### config.mk
export PLATFORM = sky130hd
export DESIGN_NAME = integer_to_ascii_digits_flat
export DESIGN_NICKNAME = d
export VERILOG_FILES = /design/src/sv/ita_pkg.sv /design/src/sv/ita_if.sv /design/src/sv/integer_to_ascii_digits.sv /design/src/flat_wrapper.sv
export SDC_FILE = /design/constraint.sdc
export NUM_CORES = 1
export LEC_CHECK = 0
export ABC_AREA = 1
export BUFFER_PORTS_ARGS = -buffer_cell sky130_fd_sc_hd__buf_2
export CELL_PAD_IN_SITES_DETAIL_PLACEMENT = 1
export CELL_PAD_IN_SITES_GLOBAL_PLACEMENT = 1
export CORE_MARGIN = 4
export CORE_UTILIZATION = 51
export CTS_BUF_LIST = sky130_fd_sc_hd__clkbuf_4 sky130_fd_sc_hd__clkbuf_8
export DETAILED_ROUTE_END_ITERATION = 8
export PLACE_DENSITY_LB_ADDON = 0.1
export SYNTH_ARGS = -nofsm -noshare
export SYNTH_HDL_FRONTEND = slang
export SYNTH_SLANG_ARGS = --single-unit
### constraint.sdc
create_clock -name clk -period 8.6 [get_ports clk]
set_input_delay 0.43 -clock clk [delete_from_list [all_inputs] [get_ports clk]]
set_output_delay 0.43 -clock clk [all_outputs]
set_load 0.01 [all_outputs]
### src/sv/ita_pkg.sv
// shared constants, codes and helpers of the integer to ascii converter
`timescale 1ns / 1ps

package ita_pkg;

  // format codes
  localparam logic [2:0] CMD_UDEC = 3'd0;
  localparam logic [2:0] CMD_SDEC = 3'd1;
  localparam logic [2:0] CMD_HEX  = 3'd2;
  localparam logic [2:0] CMD_OCT  = 3'd3;
  localparam logic [2:0] CMD_BIN  = 3'd4;

  localparam int CMD_W   = 3;
  localparam int VALUE_W = 32;
  localparam int CHAR_W  = 8;

  // binary format width, clamped to what one item may give
  localparam int BIN_BITS  = 16;
  localparam int MAX_CHARS = 16;
  localparam int BIN_W     = (BIN_BITS > MAX_CHARS) ? MAX_CHARS :
                             ((BIN_BITS < 1) ? 1 : BIN_BITS);
  localparam int BCNT_W    = $clog2(BIN_W + 1);

  // digit stack: octal of 32 bits needs the most digits
  localparam int DIGIT_W   = 4;
  localparam int STK_DEPTH = (VALUE_W + 2) / 3;
  localparam int STK_W     = $clog2(STK_DEPTH + 1);

  // divide by ten as multiply by reciprocal and shift
  localparam int                 PROD_W    = 2 * VALUE_W;
  localparam logic [VALUE_W-1:0] RECIP10   = 32'hCCCC_CCCD;
  localparam int                 RECIP_SH  = 35;
  localparam int                 QUOT_W    = PROD_W - RECIP_SH;

  localparam logic [CHAR_W-1:0] ASCII_ZERO  = 8'd48;
  localparam logic [CHAR_W-1:0] ASCII_ONE   = 8'd49;
  localparam logic [CHAR_W-1:0] ASCII_A     = 8'd65;
  localparam logic [CHAR_W-1:0] ASCII_MINUS = 8'd45;
  localparam logic [CHAR_W-1:0] DIGIT_TEN   = 8'd10;

  // one digit value to its ascii code, uppercase letters above nine
  function automatic logic [CHAR_W-1:0] digit_char(input logic [DIGIT_W-1:0] d);
    logic [CHAR_W-1:0] dx;
    dx = {{(CHAR_W - DIGIT_W){1'b0}}, d};
    if (dx > 8'd9) begin
      return dx - DIGIT_TEN + ASCII_A;
    end
    return dx + ASCII_ZERO;
  endfunction

endpackage

### src/sv/ita_if.sv
// valid/ready channel interfaces for number items and character items
`timescale 1ns / 1ps

interface ita_in_if;
  logic                          valid;
  logic                          ready;
  logic [ita_pkg::CMD_W-1:0]     cmd;
  logic [ita_pkg::VALUE_W-1:0]   value;

  modport source (output valid, output cmd, output value, input ready);
  modport sink   (input valid, input cmd, input value, output ready);
endinterface

interface ita_out_if;
  logic                          valid;
  logic                          ready;
  logic [ita_pkg::CHAR_W-1:0]    char_code;
  logic                          last;

  modport source (output valid, output char_code, output last, input ready);
  modport sink   (input valid, input char_code, input last, output ready);
endinterface

### src/sv/integer_to_ascii_digits.sv
// integer to ascii converter: digit sequencer, shared divide unit and digit stack
`timescale 1ns / 1ps

// Usage
//   in_ch takes one item: a 32-bit value and a format code (unsigned decimal,
//   signed decimal, uppercase hex, octal, 16-bit binary). out_ch gives the
//   ascii characters of that number, most significant first, one item per
//   character, with last set on the final one. Unused format codes are
//   taken and give no characters.
//   The block works on one number at a time: in_ch.ready is high only while
//   it is idle. Digits are found least significant first by one shared unit
//   and pushed onto a stack, then popped out. Decimal uses a reciprocal
//   multiply and a subtract, the product registered in S_MUL and the digit
//   pushed in S_DIV; hex and octal use a shift in S_SHIFT. Binary goes out
//   at once, one bit per cycle while out_ch.ready stays high. After the
//   digits come one character per cycle while out_ch.ready stays high.
//   A stall on out_ch simply holds the current character until it is taken.
//   Reset (rst_n low, synchronous) returns the sequencer to idle and drops
//   any number in progress.

module integer_to_ascii_digits (
  input  logic     clk,
  input  logic     rst_n,
  ita_in_if.sink   in_ch,
  ita_out_if.source out_ch
);

  typedef enum logic [6:0] {
    S_IDLE  = 7'b0000001,
    S_MUL   = 7'b0000010,
    S_DIV   = 7'b0000100,
    S_SHIFT = 7'b0001000,
    S_SIGN  = 7'b0010000,
    S_POP   = 7'b0100000,
    S_BIN   = 7'b1000000
  } state_t;

  state_t                            state_r, state_nxt;
  logic [ita_pkg::VALUE_W-1:0]       mag_r, mag_nxt;
  logic [ita_pkg::PROD_W-1:0]        prod_r;
  logic                              neg_r, neg_nxt;
  logic                              is_hex_r, is_hex_nxt;
  logic [ita_pkg::DIGIT_W-1:0]       stk_r [ita_pkg::STK_DEPTH];
  logic [ita_pkg::STK_W-1:0]         depth_r, depth_nxt;
  logic [ita_pkg::BIN_W-1:0]         bin_r, bin_nxt;
  logic [ita_pkg::BCNT_W-1:0]        bcnt_r, bcnt_nxt;

  logic                              in_acc, out_acc;
  logic                              push, pop;
  logic [ita_pkg::DIGIT_W-1:0]       push_digit;
  logic [ita_pkg::VALUE_W-1:0]       quot, quot_x10, rem;

  assign in_acc = in_ch.valid && in_ch.ready;
  assign out_acc = out_ch.valid && out_ch.ready;

  // divide step: quotient from the registered product, remainder by shift-add and subtract
  assign quot     = {{(ita_pkg::VALUE_W - ita_pkg::QUOT_W){1'b0}},
                     prod_r[ita_pkg::PROD_W-1:ita_pkg::RECIP_SH]};
  assign quot_x10 = (quot << 3) + (quot << 1);
  assign rem      = mag_r - quot_x10;

  // sequencer
  always_comb begin
    state_nxt  = state_r;
    mag_nxt    = mag_r;
    neg_nxt    = neg_r;
    is_hex_nxt = is_hex_r;
    depth_nxt  = depth_r;
    bin_nxt    = bin_r;
    bcnt_nxt   = bcnt_r;
    push       = 1'b0;
    pop        = 1'b0;
    push_digit = '0;
    case (state_r)
      S_IDLE: begin
        if (in_acc) begin
          neg_nxt    = 1'b0;
          is_hex_nxt = (in_ch.cmd == ita_pkg::CMD_HEX);
          mag_nxt    = in_ch.value;
          depth_nxt  = '0;
          case (in_ch.cmd)
            ita_pkg::CMD_UDEC: state_nxt = S_MUL;
            ita_pkg::CMD_SDEC: begin
              state_nxt = S_MUL;
              if (in_ch.value[ita_pkg::VALUE_W-1]) begin
                neg_nxt = 1'b1;
                mag_nxt = '0 - in_ch.value;
              end
            end
            ita_pkg::CMD_HEX: state_nxt = S_SHIFT;
            ita_pkg::CMD_OCT: state_nxt = S_SHIFT;
            ita_pkg::CMD_BIN: begin
              state_nxt = S_BIN;
              bin_nxt   = in_ch.value[ita_pkg::BIN_W-1:0];
              bcnt_nxt  = ita_pkg::BCNT_W'(ita_pkg::BIN_W);
            end
            default: state_nxt = S_IDLE;
          endcase
        end
      end
      S_MUL: begin
        state_nxt = S_DIV;
      end
      S_DIV: begin
        push       = 1'b1;
        push_digit = rem[ita_pkg::DIGIT_W-1:0];
        depth_nxt  = depth_r + 1'b1;
        mag_nxt    = quot;
        if (quot == '0) begin
          state_nxt = neg_r ? S_SIGN : S_POP;
        end else begin
          state_nxt = S_MUL;
        end
      end
      S_SHIFT: begin
        push      = 1'b1;
        depth_nxt = depth_r + 1'b1;
        if (is_hex_r) begin
          push_digit = mag_r[3:0];
          mag_nxt    = mag_r >> 4;
        end else begin
          push_digit = {1'b0, mag_r[2:0]};
          mag_nxt    = mag_r >> 3;
        end
        if (mag_nxt == '0) begin
          state_nxt = S_POP;
        end
      end
      S_SIGN: begin
        if (out_acc) begin
          neg_nxt   = 1'b0;
          state_nxt = S_POP;
        end
      end
      S_POP: begin
        if (out_acc) begin
          pop       = 1'b1;
          depth_nxt = depth_r - 1'b1;
          if (depth_r == ita_pkg::STK_W'(1)) begin
            state_nxt = S_IDLE;
          end
        end
      end
      S_BIN: begin
        if (out_acc) begin
          bin_nxt  = bin_r << 1;
          bcnt_nxt = bcnt_r - 1'b1;
          if (bcnt_r == ita_pkg::BCNT_W'(1)) begin
            state_nxt = S_IDLE;
          end
        end
      end
      default: state_nxt = S_IDLE;
    endcase
  end

  // control registers
  always_ff @(posedge clk) begin
    if (!rst_n) begin
      state_r <= S_IDLE;
      depth_r <= '0;
      bcnt_r  <= '0;
      neg_r   <= 1'b0;
    end else begin
      state_r <= state_nxt;
      depth_r <= depth_nxt;
      bcnt_r  <= bcnt_nxt;
      neg_r   <= neg_nxt;
    end
  end

  // datapath registers: multiplier output registered before the subtract
  always_ff @(posedge clk) begin
    mag_r    <= mag_nxt;
    is_hex_r <= is_hex_nxt;
    bin_r    <= bin_nxt;
    prod_r   <= ita_pkg::PROD_W'(mag_r) * ita_pkg::PROD_W'(ita_pkg::RECIP10);
  end

  // digit stack, top at entry zero
  always_ff @(posedge clk) begin
    if (push) begin
      stk_r[0] <= push_digit;
      for (int i = 1; i < ita_pkg::STK_DEPTH; i++) begin
        stk_r[i] <= stk_r[i-1];
      end
    end else if (pop) begin
      for (int i = 0; i < ita_pkg::STK_DEPTH - 1; i++) begin
        stk_r[i] <= stk_r[i+1];
      end
    end
  end

  // channel outputs
  assign in_ch.ready  = (state_r == S_IDLE);
  assign out_ch.valid = (state_r == S_SIGN) || (state_r == S_POP) || (state_r == S_BIN);

  always_comb begin
    case (state_r)
      S_SIGN: begin
        out_ch.char_code = ita_pkg::ASCII_MINUS;
        out_ch.last      = 1'b0;
      end
      S_BIN: begin
        out_ch.char_code = bin_r[ita_pkg::BIN_W-1] ? ita_pkg::ASCII_ONE : ita_pkg::ASCII_ZERO;
        out_ch.last      = (bcnt_r == ita_pkg::BCNT_W'(1));
      end
      default: begin
        out_ch.char_code = ita_pkg::digit_char(stk_r[0]);
        out_ch.last      = (depth_r == ita_pkg::STK_W'(1));
      end
    endcase
  end

endmodule

### src/flat_wrapper.sv
// flat-port wrapper written by rule: the top's interface ports become plain ports
module integer_to_ascii_digits_flat 
  (clk, rst_n, in_ch_valid, in_ch_cmd, in_ch_value, in_ch_ready, out_ch_valid, out_ch_char_code, out_ch_last, out_ch_ready);
  ita_in_if in_ch_i ();
  ita_out_if out_ch_i ();
  input  logic clk;
  input  logic rst_n;
  input wire logic [$bits(in_ch_i.valid)-1:0] in_ch_valid;
  input wire logic [$bits(in_ch_i.cmd)-1:0] in_ch_cmd;
  input wire logic [$bits(in_ch_i.value)-1:0] in_ch_value;
  output wire logic [$bits(in_ch_i.ready)-1:0] in_ch_ready;
  output wire logic [$bits(out_ch_i.valid)-1:0] out_ch_valid;
  output wire logic [$bits(out_ch_i.char_code)-1:0] out_ch_char_code;
  output wire logic [$bits(out_ch_i.last)-1:0] out_ch_last;
  input wire logic [$bits(out_ch_i.ready)-1:0] out_ch_ready;
  assign in_ch_i.valid = in_ch_valid;
  assign in_ch_i.cmd = in_ch_cmd;
  assign in_ch_i.value = in_ch_value;
  assign in_ch_ready = in_ch_i.ready;
  assign out_ch_valid = out_ch_i.valid;
  assign out_ch_char_code = out_ch_i.char_code;
  assign out_ch_last = out_ch_i.last;
  assign out_ch_i.ready = out_ch_ready;
  integer_to_ascii_digits u_core (.clk(clk), .rst_n(rst_n), .in_ch(in_ch_i), .out_ch(out_ch_i));
endmodule
==> summary.md, run 1 <==
| Metric | Value |
|---|---|
| WHS Path Cells | `3` |
| DR WL/cell | `24.2 microns` |
| CP max FO | `10` |
| Critical Path RT | `9020 ps` |
| Starting Density | `51.9%` |
| Clock Latency Late Sink | `590 ps` |
| Drt first pass iters | `8` |
| Drt total wl | `96.8 mm` |
| Worst Setup End Kind | `flop` |
| Antenna Violating Nets Remaining | `0` |
| Chip Width | `235 microns` |
| CTS tree | `yes` |
| Gr usage total | `35.2%` |
| Startpoint of the worst-slack reg-to-reg timing path | `u_core.mag_r[6]` |
| HPWL after DPL | `85.8 mm` |
| EDFF count, synth | `93` |
| Nets | `4105` |
| Final clock skew | `34.1 ps` |
| Hold_sp | `rst_n` |
| Worst slack, placed | `1490 ps` |
| Crit Path Category | `reg2reg` |
| Met2 Use GR | `55.0%` |
| Crit path DAT | `7850 ps` |
| Critical path startpoint category | `flop` |
| Most used routing layer | `met2` |
| Top cell type's share of synthesized area | `29.5%` |
| Max Cap Viol | `0` |
| Reg2Reg Depth | `21` |
| Clk root buf | `clkbuf_8` |
| Largest net degree at the start of global routing | `45` |
| Max-slew violation count | `0` |
| Setup TNS | `0 ps` |
| Multi-input gate area | `19000 sq um` |
| Reg area | `3710 sq um` |
| Via count | `22253` |
| Setup ws final | `1170 ps` |
| Post-synth net total | `4068` |
| Main synth FF type | `edfxtp_1` |
| Post-cts gate resize count | `0` |
| Netlist cell types | `49` |
| Port bufs | `48` |
| Status | `finished, final reports clean` |
| Vias in the first global route | `24298` |
| Global-route wire length before repair | `146 mm` |
| Hold EP | `u_core.state_r[6]` |
| Fraction of layout cells with a size suffix above 1 | `3.39%` |
| Met3 usage | `5.98%` |
| Avg Inst Size Synth | `7.98 sq um` |
| Final-layout fill cell count | `6377` |
| Num rows | `82` |
| Clock buffer count from CTS | `17` |
| Hold Fails Final Rpt | `0` |
| Vias/cell | `5.55` |
| Period utilization | `86.3%` |
| Met1 Usage GRT | `47.2%` |
| Diode count | `0` |
| YS warnings | `0` |
| Max_slew headroom | `26.6%` |
| Most frequent cell after synthesis | `inv_1` |
| I/O pin count | `50` |
| Clock Tree Buf Depth | `2` |
| TritonCTS Sinks | `139` |
| Type of the worst min-delay path | `in2reg` |
| Hold slack | `178 ps` |
| Reg2Reg Setup Slack | `1170 ps` |
| DRC viols | `0` |
| Worst-margin pin slew | `1100 ps` |
| Synthesized cell area | `26200 sq um` |
| Setup violators final | `0` |
| Register area share after synthesis | `14.2%` |
| Core area | `50500 sq um` |
| Flip-flop and latch count after synthesis | `139` |
| Reg-to-reg endpoint | `u_core.prod_r[49]` |
| Die area | `55100 sq um` |
| Grt ovf | `0` |
| Synth cell count leaders | `inv_1, nand2_1, fa_1` |
| Top cells by area, synth | `fa_1, ha_1, inv_1, nand2_1, edfxtp_1` |
| Setup Buffers After CTS | `0` |
| Initial DRC Count | `1740` |
| Async S/R FF share, synth | `0%` |
| Antenna violations before repair | `0` |
| RSZ-0062 raised after global routing | `no` |
| Synth area leader | `fa_1` |
| Post-CTS Hold Buffers | `0` |
| Layout area overhead | `5.24%` |
| Syn Inst Count | `3286` |
| H-tree levels | `4` |
| RD Place Congestion | `1.04` |
| Fmax | `135 MHz` |
| Die Span Y | `235 microns` |
| CTS clk-pin slew, worst paths | `130 ps` |
| Final Critical Period | `7430 ps` |
==> layout by cell type, fill, tap and decap left out, drive strengths merged, types with 46 or more instances in the layout <==
master  synthesis  final
dfxtp          46     46
o21ai         107    107
nand2         760    760
a21oi          98     98
nand3         116    116
xor2           51     51
ha            357    357
buf            22     59
inv           867    876
edfxtp         93     93
fa            386    386
nor2          215    215
==> per-stage QoR <==
stage	instance area [sq um]	util, %	std cells
2_1_floorplan	26200	-	3286
3_3_place_gp	27200	53.8	3976
3_5_place_dp	27200	53.8	3976
4_1_cts	27600	54.7	4008
5_1_grt	27600	54.7	4008
6_report	27600	54.7	4008
==> registers in the layout (all words and copies together) (netlist names) <==
| signal | count |
|---|---|
| u_core.state_r | 7 |
| u_core.neg_r | 1 |
| u_core.mag_r | 32 |
| u_core.bcnt_r | 5 |
| u_core.prod_r | 29 |
| u_core.bin_r | 16 |
| u_core.is_hex_r | 1 |
| u_core.depth_r | 4 |
| u_core.stk_r | 44 |
==> cell type report <==
| cell class | instances | share of cell area [%] |
|---|---|---|
| tap | 672 | 3.05 |
| clock inverter | 15 | 0.698 |
| timing repair buffer | 59 | 1.17 |
| clock buffer | 17 | 0.848 |
| sequential | 139 | 13.5 |
| inverter | 867 | 11.8 |
| multi-input combinational | 2239 | 69.0 |
==> layer usage <==
layer / wire length, microns / up-vias
met2: 43300 / 742
met4: 6410 / 0
met5: 0 / -
met1: 41100 / 11267
li1: - / 10034
met3: 6030 / 210
==> how the worst max path moves through the flow <==
stage	end	slack [ps]	from
global placement	u_core.prod_r[49]	1630	u_core.mag_r[6]
detailed placement	u_core.prod_r[49]	1490	u_core.mag_r[6]
finish	u_core.prod_r[49]	1170	u_core.mag_r[6]
global route	u_core.prod_r[51]	1080	u_core.mag_r[6]
CTS	u_core.prod_r[49]	1410	u_core.mag_r[6]
floorplan	u_core.prod_r[48]	2650	u_core.mag_r[20]
==> kinds of logic (layout without fill, tap and decap cells) <==
| group | count (synthesis) | in the layout | synth area share, % |
|---|---|---|---|
| AOI/OAI and AO/OA | 275 | 275 | 5.99 |
| xor gates and xnor gates | 70 | 70 | 2.34 |
| adders and majority gates | 743 | 743 | 46.5 |
| buffers and inverters | 908 | 958 | 13.3 |
| DFF | 139 | 139 | 14.2 |
| other | 1 | 1 | 0.0143 |
| and+or+nand+nor | 1150 | 1150 | 17.7 |
==> worst max-delay path, stage by stage (launching register included) <==
cell and delay (ps):
edfxtp_1 680, ha_1 690, inv_1 110, nand2_1 80
nand2_1 230, o21ai_0 770, fa_1 570, fa_1 520
fa_1 450, fa_1 520, fa_1 440, ha_1 300
ha_1 460, nand2_1 190, nor2_1 170, inv_1 100
nor2_1 190, nand2_1 190, nor2_1 130, nand2_1 180
nand4_1 140, nand2_1 130
Power of run 1 is not shown: default switching activity piles up to over one toggle a cycle in this logic, so the estimate is an artifact.
==> run 2: changes to the inputs <==
- CELL_PAD_IN_SITES_DETAIL_PLACEMENT: 1 -> not set
- CELL_PAD_IN_SITES_GLOBAL_PLACEMENT: 1 -> not set
- CORE_UTILIZATION: 51 -> 55
- PLACE_DENSITY: not set -> 0.71
- PLACE_DENSITY_LB_ADDON: 0.1 -> not set
==> summary.md, run 2 (synthesized netlist as in run 1, its figures left out) <==
| Metric | Value |
|---|---|
| Startpoint of the worst-slack reg-to-reg timing path | `u_core.mag_r[20]` |
| Worst-margin pin slew | `1050 ps (-51.3 ps)` |
| Layout area overhead | `4.89%` |
| Via count | `21913 (-1.5%)` |
| Initial DRC Count | `2424 (+39%)` |
| Setup Buffers After CTS | `0 (unchanged)` |
| Crit-path slowest cell | `edfxtp_1` |
| Core area | `46900 sq um (-7.2%)` |
| Global-route wire length before repair | `134 mm (-8.7%)` |
| Gr usage total | `35.1% (-0.13 points)` |
| Critical Path RT | `8990 ps (-30 ps)` |
| Clock Tree Buf Depth | `2 (unchanged)` |
| CTS tree | `yes` |
| Num rows | `79 (-3.7%)` |
| Period utilization | `84.1% (-2.2 points)` |
| Setup violators final | `0 (unchanged)` |
| Reg2Reg Setup Slack | `1370 ps (+190 ps)` |
| Multi-input gate area | `19000 sq um (unchanged)` |
| DR WL/cell | `22.1 microns (-8.5%)` |
| Crit-path cells | `ha_1 > inv_1 > fa_1 > inv_1 > fa_1 > inv_1 > fa_1 > inv_1 > fa_1 > fa_1 > fa_1 > inv_1 > fa_1 > inv_1 > ha_1 > nand2_1 > nor2_1 > nand2_1 > nor3_1 > nand2_1 > nor2_1 > nor2_1 > nand3_1 > nand2_1` |
| H-tree levels | `4 (unchanged)` |
| RD Place Congestion | `1.06 (+2.4%)` |
| Largest net degree at the start of global routing | `45 (unchanged)` |
| Type of the worst min-delay path | `in2reg` |
| Status | `finished, final reports clean` |
| Placed cells | `3915 (-1.5%)` |
| Setup TNS | `0 ps (unchanged)` |
| Clk root buf | `clkbuf_8` |
| Drt total wl | `87.2 mm (-9.9%)` |
| Final Critical Period | `7230 ps (-191 ps)` |
| Largest regs | `u_core.stk_r (44), u_core.mag_r (32), u_core.prod_r (29)` |
| TritonCTS Sinks | `139 (unchanged)` |
| Final clock skew | `26.3 ps (-7.80 ps)` |
| Commonest non-fill, non-tap cell in the layout | `inv_1` |
| Hold Fails Final Rpt | `0 (unchanged)` |
| Vias in the first global route | `22496 (-7.4%)` |
| Max incr delay on CP | `690 ps (-80 ps)` |
| CTS clk-pin slew, worst paths | `110 ps (-20 ps)` |
| Worst slack, placed | `1470 ps (-17.3 ps)` |
| Die area | `51200 sq um (-7.0%)` |
| Non-filler cells in the finished layout | `3947 (-1.5%)` |
| Final-layout fill cell count | `4454 (-30%)` |
| RSZ-0062 raised after global routing | `no` |
| Max_slew headroom | `30.1% (+3.4 points)` |
| Critical path startpoint category | `flop` |
| Biggest register | `u_core.stk_r` |
| Most frequent cells in the layout | `inv_1, nand2_1, fa_1, ha_1, nor2_1` |
| Post-CTS Hold Buffers | `0 (unchanged)` |
| Max-slew violation count | `0 (unchanged)` |
| Clock buffer count from CTS | `17 (unchanged)` |
| Crit Path Category | `reg2reg` |
| Critical path depth | `24 (+14%)` |
| CP endpoint | `u_core.prod_r[48]` |
| I/O pin count | `50 (unchanged)` |
| Most frequent CP cell | `fa_1` |
| DRC viols | `0 (unchanged)` |
| CP max FO | `7 (-3)` |
| Port bufs | `48 (unchanged)` |
| Starting Density | `55.9% (+4.0 points)` |
| Reg2Reg Depth | `24 (+14%)` |
| Clock Latency Late Sink | `510 ps (-80 ps)` |
| Crit path DAT | `7620 ps (-230 ps)` |
| Max Cap Viol | `0 (unchanged)` |
| CP startpoint | `u_core.mag_r[20]` |
| Top Family by Delay on Critical Path | `adder cells` |
| Worst Setup End Kind | `flop` |
| Chip Width | `226 microns (-3.6%)` |
| Antenna Violating Nets Remaining | `0 (unchanged)` |
| Diode count | `0 (unchanged)` |
| Grt ovf | `0 (unchanged)` |
| CP bufs+invs | `6 (+4)` |
| Drt first pass iters | `5 (-3)` |
| Fraction of layout cells with a size suffix above 1 | `3.47% (+0.086 points)` |
| Fmax | `138 MHz (+2.6%)` |
| Die Span Y | `226 microns (-3.6%)` |
| Reg area | `3710 sq um (unchanged)` |
| HPWL after DPL | `76.8 mm (-10%)` |
| Setup ws final | `1370 ps (+191 ps)` |
| Reg-to-reg endpoint | `u_core.prod_r[48]` |
| Vias/cell | `5.55 (about the same)` |
| Nets | `4109 (+0.097%)` |
| Max reg flops | `44 (unchanged)` |
| Post-cts gate resize count | `0 (unchanged)` |
| Antenna violations before repair | `0 (unchanged)` |
run 2: area by class of cell:
type	count	share of cell area, %
multi-input cells	2239	69.2
flip-flops and latches	139	13.5
inverters	867	11.8
well taps	607	2.76
repair buffers	63	1.28
clock buffers	17	0.851
clock inverters	15	0.555
run 2: worst reg2reg max path: stages (launching register included):
cell and delay (ps):
edfxtp_1 690, ha_1 640, inv_1 180, fa_1 540, inv_1 60, fa_1 510, inv_1 60, fa_1 510
inv_1 60, fa_1 550, fa_1 440, fa_1 500, inv_1 50, fa_1 470, inv_1 40, ha_1 370
nand2_1 150, nor2_1 300, nand2_1 260, nor3_1 370, nand2_1 100, nor2_1 110, nor2_1 70, nand3_1 60
nand2_1 50
run 2: worst min path at each step:
stage	start	end	slack, ps	cells after the start
after global placement	u_core.stk_r[0][36]	u_core.stk_r[0][40]	440	0
final	in_ch_cmd[0]	u_core.is_hex_r	260	2
after floorplan	u_core.stk_r[0][36]	u_core.stk_r[0][40]	430	0
after global routing	rst_n	u_core.state_r[3]	240	3
after CTS	rst_n	u_core.state_r[3]	220	3
after detailed placement	u_core.stk_r[0][39]	u_core.stk_r[0][43]	450	0
run 2: metrics by stage:
stage               utilization (%)  cell area [sq um]  hold slack, ps
finish                         58.7              27500             259
global placement               57.9              27100             443
global route                   58.7              27500             241
detailed placement             57.9              27100             450
floorplan                         -              26200             427
CTS                            58.7              27500             220
run 2: layer usage:
layer	GRT usage, %	part of all wire (%)
met5	0	0
met4	14.9	5.3
met3	5.15	7.6
met2	54.2	44
met1	49.9	43
Power of run 2 is left out for the same reason.
==> run 3: changes to the inputs <==
- PLACE_DENSITY: 0.71 -> 0.74
- clock period: 8.6 -> 6 ns (I/O delays scaled with it)
==> summary.md, run 3 (synthesized netlist as in run 1, its figures left out) <==
| Metric | Value |
|---|---|
| Critical Path RT | `6400 ps (-2590 ps)` |
| Max Cap Viol | `0 (unchanged)` |
| Drt first pass iters | `6 (+1)` |
| Biggest register | `u_core.stk_r` |
| Most frequent cells in the layout | `inv_1, nand2_1, buf_4, fa_1, ha_1` |
| Final-layout fill cell count | `3820 (-14%)` |
| Critical path startpoint category | `flop` |
| Worst Setup End Kind | `flop` |
| CTS clk-pin slew, worst paths | `100 ps (about the same)` |
| RD Place Congestion | `1.05 (-1.0%)` |
| Max-slew violation count | `0 (unchanged)` |
| Met2 Use GR | `54.0% (-0.14 points)` |
| Clock buffer count from CTS | `17 (unchanged)` |
| Reg area | `3710 sq um (unchanged)` |
| Largest net degree at the start of global routing | `45 (unchanged)` |
| CP startpoint | `u_core.mag_r[19]` |
| Clk root buf | `clkbuf_8` |
| Initial DRC Count | `2203 (-9.1%)` |
| Post-CTS Hold Buffers | `0 (unchanged)` |
| Setup violators final | `29 (+29)` |
| Worst slack, placed | `-432 ps (-1910 ps)` |
| Antenna Violating Nets Remaining | `0 (unchanged)` |
| Max_slew headroom | `28.9% (-1.1 points)` |
| Period utilization | `103% (+19 points)` |
| Vias in the first global route | `23406 (+4.0%)` |
| Hold slack | `104 ps (-154 ps)` |
| Num rows | `79 (unchanged)` |
| Grt ovf | `0 (unchanged)` |
| Vias/cell | `5.41 (-2.5%)` |
| Failing checks | `negative setup slack` |
| Starting Density | `55.9% (unchanged)` |
| Setup ws final | `-181 ps (-1550 ps)` |
| Fraction of layout cells with a size suffix above 1 | `23.2% (+20 points)` |
| Max reg flops | `44 (unchanged)` |
| Commonest non-fill, non-tap cell in the layout | `inv_1` |
| Type of the worst min-delay path | `in2reg` |
| DRC viols | `0 (unchanged)` |
| Met3 usage | `7.19% (+2.0 points)` |
| CP max FO | `5 (-2)` |
| DR WL/cell | `20.6 microns (-6.9%)` |
| Crit path DAT | `6580 ps (-1040 ps)` |
| Nets | `4482 (+9.1%)` |
| Crit-path slowest cell | `fa_1` |
| Most frequent CP cell | `inv_2` |
| Drt total wl | `88.9 mm (+1.9%)` |
| Antenna violations before repair | `0 (unchanged)` |
| TritonCTS Sinks | `139 (unchanged)` |
| Multi-input gate area | `20900 sq um (+10%)` |
| Largest regs | `u_core.stk_r (44), u_core.mag_r (32), u_core.prod_r (29)` |
| Final Critical Period | `6180 ps (-1050 ps)` |
| RSZ-0062 raised after global routing | `yes` |
| Die Span Y | `226 microns (unchanged)` |
| Met1 Usage GRT | `46.4% (-3.5 points)` |
| Via count | `23381 (+6.7%)` |
| Clock Tree Buf Depth | `2 (unchanged)` |
| Worst-margin pin slew | `1060 ps (+17.0 ps)` |
| Die area | `51200 sq um (unchanged)` |
| Startpoint of the worst-slack reg-to-reg timing path | `u_core.mag_r[19]` |
| Design Area, Final | `32300 sq um (+17%)` |
| Status | `complete, but fails checks` |
| CTS tree | `yes` |
| Gr usage total | `34.8% (-0.28 points)` |
| Fmax | `162 MHz (+17%)` |
| Reg2Reg Setup Slack | `-180 ps (-1550 ps)` |
| Clock Latency Late Sink | `500 ps (about the same)` |
| Most used routing layer | `met2` |
| HPWL after DPL | `75.0 mm (-2.2%)` |
| Layout area overhead | `23.1%` |
| Hold Fails Final Rpt | `0 (unchanged)` |
| I/O pin count | `50 (unchanged)` |
| Diode count | `0 (unchanged)` |
| Final clock skew | `19.3 ps (-7.03 ps)` |
| Max incr delay on CP | `530 ps (-160 ps)` |
| Chip Width | `226 microns (unchanged)` |
| Hold_sp | `rst_n` |
| Core area | `46900 sq um (unchanged)` |
| Placed Area | `29500 sq um (+9.0%)` |
| Crit Path Category | `reg2reg` |
| Final Util | `68.9% (+10 points)` |
| Global-route wire length before repair | `134 mm (-0.15%)` |
| H-tree levels | `4 (unchanged)` |
| Port bufs | `48 (unchanged)` |
-- run 3: cell count changes in the layout (fill, tap and decap cells not counted), moves of 41 or more --
cell	before	now
nor2_1	211	160
ha_4	0	61
buf_4	15	374
nand2_2	4	76
a21oi_1	97	54
nand2_1	755	669
inv_1	862	815
ha_1	357	283
inv_2	4	45
-- run 3: what timing repair did --
action | 4_1_cts | 5_1_grt
resized for setup | 261 | 222
pin swaps | 87 | 101
endpoints found under the setup margin | 29 | 29
gates cloned | 0 | 0
setup buffers | 32 | 17
-- run 3: worst paths after layout --
path / endpoint / depth (start not counted)
worst max-delay path: u_core.prod_r[54] / 25
worst min-delay path: u_core.state_r[6] / 3
worst max register to register: u_core.prod_r[54] / 25
worst min register to register: u_core.stk_r[0][40] / 0
-- run 3: per-layer routing --
| layer | vias to the layer above | part of all wire [%] | wire [microns] |
|---|---|---|---|
| met2 | 1088 | 44 | 39400 |
| met5 | - | 0 | 0 |
| li1 | 10788 | - | - |
| met4 | 0 | 7.2 | 6390 |
| met3 | 292 | 9.1 | 8070 |
| met1 | 11213 | 39 | 35000 |
-- run 3: final cells by class --
| cell class | count | share of cell area [%] |
|---|---|---|
| tap | 607 | 2.35 |
| inverter | 867 | 10.1 |
| multi-input combinational | 2239 | 64.9 |
| clock inverter | 15 | 0.477 |
| timing repair buffer | 436 | 9.93 |
| sequential | 139 | 11.5 |
| clock buffer | 17 | 0.725 |
-- run 3: per-stage QoR --
step	cells	TNS (ps)
2_1_floorplan	3286	0
3_3_place_gp	4240	-7070
3_5_place_dp	4240	-7250
4_1_cts	4303	-515
6_report	4320	-2850
5_1_grt	4320	-7600
-- run 3: critical path, delay by kind of cell (launching register included) --
family,cells,cell delay [ps]
adders and majority gates,9,4160
and+or+nand+nor,7,760
DFF,1,510
buffers and inverters,9,640
Power of run 3 is left out for the same reason.
